File: config.mk
export PLATFORM = sky130hd
export DESIGN_NAME = cio_ctrl
export DESIGN_NICKNAME = d
export VERILOG_FILES = /design/src/rtl/cio_pkg.sv /design/src/rtl/cio_ctrl.sv
export SDC_FILE = /design/constraint.sdc
export NUM_CORES = 1
export LEC_CHECK = 0
export BUFFER_PORTS_ARGS = -buffer_cell sky130_fd_sc_hd__buf_2
export CAP_MARGIN = 40
export CORE_AREA = 2 2 39 41
export CTS_CLUSTER_DIAMETER = 40
export DETAILED_ROUTE_END_ITERATION = 8
export DIE_AREA = 0 0 41 43
export HOLD_SLACK_MARGIN = 0.15
export SETUP_SLACK_MARGIN = 0.3
export SLEW_MARGIN = 20
export SYNTH_ARGS = -nofsm -noshare
export SYNTH_HDL_FRONTEND = slang
export SYNTH_SLANG_ARGS = --single-unit
File: constraint.sdc
create_clock -name clk -period 1.44 [get_ports clk]
set_input_delay 0.288 -clock clk [delete_from_list [all_inputs] [get_ports clk]]
set_output_delay 0.288 -clock clk [all_outputs]
set_load 0.05 [all_outputs]
File: src/rtl/cio_pkg.sv
// ----------------------------------------------------------------------------
// cio_pkg
// Types, address map and wait-state tables for the console I/O register block.
// ----------------------------------------------------------------------------
package cio_pkg;

	localparam logic [31:0] MAP_BASE = 32'h0400_0000;
	localparam int          OFF_W    = 10;

	typedef logic [OFF_W-1:0] off_t;

	localparam off_t MAP_LAST    = 10'h301;
	localparam off_t OFF_DISPSTAT = 10'h004;
	localparam off_t OFF_VCOUNT_HI = 10'h007;
	localparam off_t OFF_DMA_LO  = 10'h0b0;
	localparam off_t OFF_DMA_HI  = 10'h0df;
	localparam off_t OFF_TMR_LO  = 10'h100;
	localparam off_t OFF_TMR_HI  = 10'h10f;
	localparam off_t OFF_KEY_LO  = 10'h130;
	localparam off_t OFF_KEY_HI  = 10'h131;
	localparam off_t OFF_IE_LO   = 10'h200;
	localparam off_t OFF_IE_HI   = 10'h201;
	localparam off_t OFF_IF_LO   = 10'h202;
	localparam off_t OFF_IF_HI   = 10'h203;
	localparam off_t OFF_WC_LO   = 10'h204;
	localparam off_t OFF_WC_HI   = 10'h207;
	localparam off_t OFF_IME_LO  = 10'h208;
	localparam off_t OFF_IME_HI  = 10'h20b;
	localparam off_t OFF_HALT    = 10'h301;

	localparam int   DMA_STRIDE  = 12;
	localparam int   DMA_CTRL_HI = 11;
	localparam logic [7:0] STAT_KEEP = 8'h47;
	localparam int   ENABLE_POS  = 7;
	localparam int   WORD_POS    = 2;

	typedef enum logic [1:0] {
		REQ_READ  = 2'd0,
		REQ_WRITE = 2'd1,
		REQ_IRQ   = 2'd2,
		REQ_HW    = 2'd3
	} req_kind_t;

	typedef enum logic [1:0] {
		RSEL_ZERO = 2'd0,
		RSEL_MEM  = 2'd1,
		RSEL_BYTE = 2'd2
	} rd_sel_t;

	typedef struct packed {
		logic [1:0]  req_type;
		logic [31:0] address;
		logic [7:0]  write_data;
		logic [15:0] irq_flags;
	} req_t;

	typedef struct packed {
		logic [7:0]  read_data;
		logic        irq_recheck;
		logic        dma_start;
		logic [1:0]  dma_channel;
		logic [31:0] dma_src;
		logic [31:0] dma_dst;
		logic [15:0] dma_len;
		logic [3:0]  timer_enable_mask;
		logic [3:0]  timer_restart;
		logic        halted;
		logic [59:0] wait_table;
	} rsp_t;

	typedef struct packed {
		logic clear_en;
		logic accept;
		logic load_out;
	} cio_cmd_t;

	typedef struct packed {
		logic clear_done;
	} cio_stat_t;

	function automatic logic rd_mapped(input off_t o);
		case (o) inside
			[10'h000:10'h001], [10'h004:10'h00f], [10'h048:10'h04b], [10'h050:10'h051],
			[10'h060:10'h065], [10'h068:10'h069], [10'h06c:10'h06d], [10'h070:10'h075],
			[10'h078:10'h079], [10'h07c:10'h07d], [10'h080:10'h085], [10'h088:10'h089],
			[10'h0ba:10'h0bb], [10'h0c6:10'h0c7], [10'h0d2:10'h0d3], [10'h0de:10'h0df],
			[10'h100:10'h10f], [10'h120:10'h123], [10'h128:10'h12a], [10'h130:10'h131],
			[10'h134:10'h135], [10'h200:10'h20b], [10'h300:10'h300]: return 1'b1;
			default: return 1'b0;
		endcase
	endfunction

	function automatic logic wr_mapped(input off_t o);
		case (o) inside
			[10'h000:10'h001], [10'h004:10'h005], [10'h008:10'h01f], [10'h028:10'h02f],
			[10'h038:10'h03f], [10'h048:10'h04b], [10'h050:10'h051], [10'h060:10'h065],
			[10'h068:10'h069], [10'h06c:10'h06d], [10'h070:10'h075], [10'h078:10'h079],
			[10'h07c:10'h07d], [10'h080:10'h085], [10'h088:10'h089], [10'h0b0:10'h0df],
			[10'h100:10'h10f], [10'h120:10'h123], [10'h128:10'h12a], [10'h134:10'h135],
			[10'h200:10'h20b], [10'h300:10'h301]: return 1'b1;
			default: return 1'b0;
		endcase
	endfunction

	function automatic logic [4:0] nseq_cycles(input logic [1:0] code);
		case (code)
			2'd0:    return 5'd4;
			2'd1:    return 5'd3;
			2'd2:    return 5'd2;
			default: return 5'd8;
		endcase
	endfunction

	function automatic logic [4:0] seq_cycles(input logic [1:0] region, input logic code);
		if (code) begin
			return 5'd1;
		end
		case (region)
			2'd0:    return 5'd2;
			2'd1:    return 5'd4;
			default: return 5'd8;
		endcase
	endfunction

	function automatic logic [59:0] wait_decode(input logic [31:0] wc);
		logic [59:0] t;
		logic [4:0]  n16, s16, n32, s32;
		t = '0;
		for (int r = 0; r < 3; r++) begin
			n16 = nseq_cycles(wc[2+3*r +: 2]) + 5'd1;
			s16 = seq_cycles(2'(r), wc[4+3*r]) + 5'd1;
			n32 = n16 + s16;
			s32 = {s16[3:0], 1'b0};
			t[20*r +: 20] = {s32, n32, s16, n16};
		end
		return t;
	endfunction

endpackage

File: src/rtl/cio_ctrl.sv
// ----------------------------------------------------------------------------
// cio_ctrl
// Sequencer: clearing pass after reset, request intake, result hand-off.
// ----------------------------------------------------------------------------
module cio_ctrl (
	input  logic               clk,
	input  logic               arst_n,
	input  logic               req_valid,
	output logic               req_ready,
	output logic               rsp_valid,
	input  logic               rsp_ready,
	output cio_pkg::cio_cmd_t  cmd,
	input  cio_pkg::cio_stat_t stat
);
	import cio_pkg::*;

	typedef enum logic [2:0] {
		ST_CLEAR = 3'b001,
		ST_IDLE  = 3'b010,
		ST_RESP  = 3'b100
	} state_t;

	state_t state_q;
	logic   rsp_valid_q;
	logic   out_free;

	assign out_free     = !rsp_valid_q || rsp_ready;
	assign req_ready    = (state_q == ST_IDLE);
	assign rsp_valid    = rsp_valid_q;
	assign cmd.clear_en = (state_q == ST_CLEAR);
	assign cmd.accept   = req_valid && req_ready;
	assign cmd.load_out = (state_q == ST_RESP) && out_free;

	always_ff @(posedge clk or negedge arst_n) begin
		if (!arst_n) begin
			state_q     <= ST_CLEAR;
			rsp_valid_q <= 1'b0;
		end else begin
			if (cmd.load_out) begin
				rsp_valid_q <= 1'b1;
			end else if (rsp_ready) begin
				rsp_valid_q <= 1'b0;
			end
			unique case (state_q)
				ST_CLEAR: if (stat.clear_done) begin
					state_q <= ST_IDLE;
				end
				ST_IDLE: if (cmd.accept) begin
					state_q <= ST_RESP;
				end
				ST_RESP: if (out_free) begin
					state_q <= ST_IDLE;
				end
				default: state_q <= ST_CLEAR;
			endcase
		end
	end
endmodule

==> flow_summary_export.csv <==
group,metric,value,unit
detailed_routing,via_count,237,
sta,fin_crit,1.540,ns
logic_synthesis,syn_area,205.2,sq um
sta,fin_hold_ws,0.3482,ns
sta,tightest_slew,0.2697,ns
floorplan,die_w,41,um
sta,setup_violations,4,
grt,antenna_found_initial,0,
clocking,cts_tree,"done",
floorplan,die-area,1763,sq um
detailed_routing,vias_per_cell,4.086,
grt,grt_pass1_wl,883,um
final_layout,diodes,0,
grt,gr-total-overflow,0,
clocking,cts_sinks,4,
logic_synthesis,synth_fa_ha_area_share,0,%
logic_synthesis,yosysSeqAreaShare,49.39,%
sta,worst_slack,-0.1002,ns
logic_synthesis,synth_top_family_by_area,"simple AND/OR/NAND/NOR gates",
final_layout,final_nets,48,
sta,rsz0062_at_grt,"true",
logic_synthesis,synth_xor_area_share,0,%
hold_path,hold_path_class,"primary input to flop",
logic_synthesis,synth_simple_gate_area_share,37.20,%
logic_synthesis,synth-seq-cells,4,
grt,grt_pass1_vias,225,
sta,fin_crit_sh,107.0,%
placed_design,routabilityCongestion,0.6537,
final_layout,drive_gt1_share,64.29,%
logic_synthesis,ys_types,15,
logic_synthesis,synth.avg_cell_area,9.327,sq um
floorplan,coreArea,1384,sq um
logic_synthesis,synthesis.nets,27,
final_layout,fin_cells,58,
floorplan,floorplan.initialDensity,14.83,%
floorplan,num_rows,14,
sta,skew,0.01128,ns
power,p_leak,0.2034,nW
power,powerDensity,2078,nW/um^2
floorplan,die_y,43,um
clocking,worst_skew_pair.late_latency,0.24,ns
placed_design,port-buffer-count,9,
power,peakVddDrop,0.0003999,V
detailed_routing,dr.pass1.iters,4,
placed_design,placed_cells,48,
worst_setup_path,criticalPathCategory,"flop to primary output",
detailed_routing,wl,508,um
logic_synthesis,yosys_warnings,0,
sta,slew_headroom,82.02,%
clocking,htreeDepth,1,
worst_setup_path,path_max_fanout,5,
final_layout,mostFrequentLayoutCells,"buf_2 (5), buf_4 (5), buf_6 (4), clkbuf_4 (3)",
worst_setup_path,critical_path_required,1.15,ns
final_layout,area_growth,109.8,%
logic_synthesis,netlist_instances,22,
clocking,cts_root_buffer,"clkbuf_4",
grt,grt_max_degree,6,
detailed_routing,drc_errors,0,
worst_setup_path,worstPathArrival,1.25,ns
worst_setup_path,end_kind,"primary output",
logic_synthesis,yosys.area.top_type_share,36.59,%
final_layout,register_area,103.9,sq um
worst_setup_path,critPathLaunchType,"flop",
grt,grt_usage,7.940,%
placed_design,dp_hpwl,378,um
logic_synthesis,synth.area.mux_share,0,%
sta,max_freq,649.3,MHz
sta,hold_viol,0,
sta,slew_viol_final,0,
clocking,cts.clk_slew.worst_paths,0.04,ns
final_layout,fill_cells,145,
detailed_routing,antenna_left,0,
logic_synthesis,synth_area_leaders,"dfrtp_1 (37%), dfstp_2 (13%), nand3b_1 (7.3%), nand2b_1 (6.1%), nand3_1 (4.9%)",
run_status,status,"finished with violations",
run_status,violations,"setup timing",
clocking,clockBufferDepth,2,
detailed_routing,wire_per_inst,8.759,um
logic_synthesis,synth_top_area_cell,"dfrtp_1",
floorplan,ioPinCount,10,
clocking,cts_inserted_buffers,3,
logic_synthesis,synth_compound_area_share,11.59,%
run,drv_cap,0,
final_layout,multi_input_area,138.9,sq um
detailed_routing,drt_iter0_markers,6,
[report_power, final]
part	internal [mW]	switching [mW]
sequential	0.162	0.0495
clock	0.104	0.0524
combinational	0.266	0.260
total	0.532	0.362
[cell usage after synthesis]
| master | instances |
|---|---|
| o2bb2ai_1 | 1 |
| nand2_1 | 1 |
| nor2_1 | 2 |
| nand3b_1 | 2 |
| nand3_1 | 2 |
| o21ai_1 | 2 |
| nor2_2 | 1 |
| dfrtp_1 | 3 |
| and2b_1 | 1 |
| dfstp_2 | 1 |
| nor3b_1 | 1 |
| a21oi_1 | 1 |
| inv_1 | 1 |
| and2_1 | 1 |
| nand2b_1 | 2 |
[cell type report]
type,count,share of cell area (%)
inverter,1,0.8721
timing repair buffer,16,31.98
clock buffer,4,6.105
tap,16,4.651
multi-input combinational,17,32.27
sequential,4,24.13
[path summary, 6_finish.rpt]
kind / end / startpoint / slack (ns) / cells past startpoint
max: cmd[1] / state_q[0] / -0.10 / 4
min: state_q[2] / req_valid / 0.35 / 3
max reg2reg: state_q[1] / state_q[1] / 0.22 / 5
min reg2reg: state_q[2] / state_q[0] / 0.53 / 1
max in group asynchronous: state_q[0] / arst_n / 0.85 / 2
min in group asynchronous: rsp_valid / arst_n / 0.38 / 2
[worst max-delay path, stage by stage, from the launching register on]
cell and delay [ns]:
dfstp_2 0.56, nand2b_4 0.15, nor2_4 0.04, and2_4 0.14
buf_6 0.14
[sequential cells by signal (all words and copies together), names as in the netlist]
signal	flops
rsp_valid	1
state_q	3
[per-layer routing]
| layer | track usage (%) | vias up | part of all wire [%] |
|---|---|---|---|
| met1 | 8.710 | 118 | 40 |
| met5 | 0 | - | 0 |
| met3 | 4.712 | 0 | 3.9 |
| li1 | - | 114 | - |
| met2 | 10.63 | 5 | 56 |
| met4 | 6.000 | 0 | 0 |
[per-stage QoR]
stage	setup TNS, ns	setup WS (ns)	utilization (%)	cell area (sq um)	total power, mW
after floorplan	0	0.03650	-	241.5	0.5062
after global placement	0	0.06060	22.69	314.1	0.5722
after detailed placement	0	0.05721	22.69	314.1	0.5789
after CTS	-0.2384	-0.1098	29.20	404.1	0.8742
after global routing	-0.4920	-0.1714	31.10	430.4	0.9600
final	-0.2203	-0.1002	31.10	430.4	0.8945
[cell families after synthesis]
family	count (synthesis)
buf+inv	1
simple gates	13
compound gates	4
flops	4
[repair_timing]
action,in CTS,in global routing
hold buffers,1,0
setup endpoints to repair,4,6
setup buffers,3,2
resized for setup,6,4
hold endpoints to repair,4,0
No activity file was read; power rests on OpenSTA's default activity.
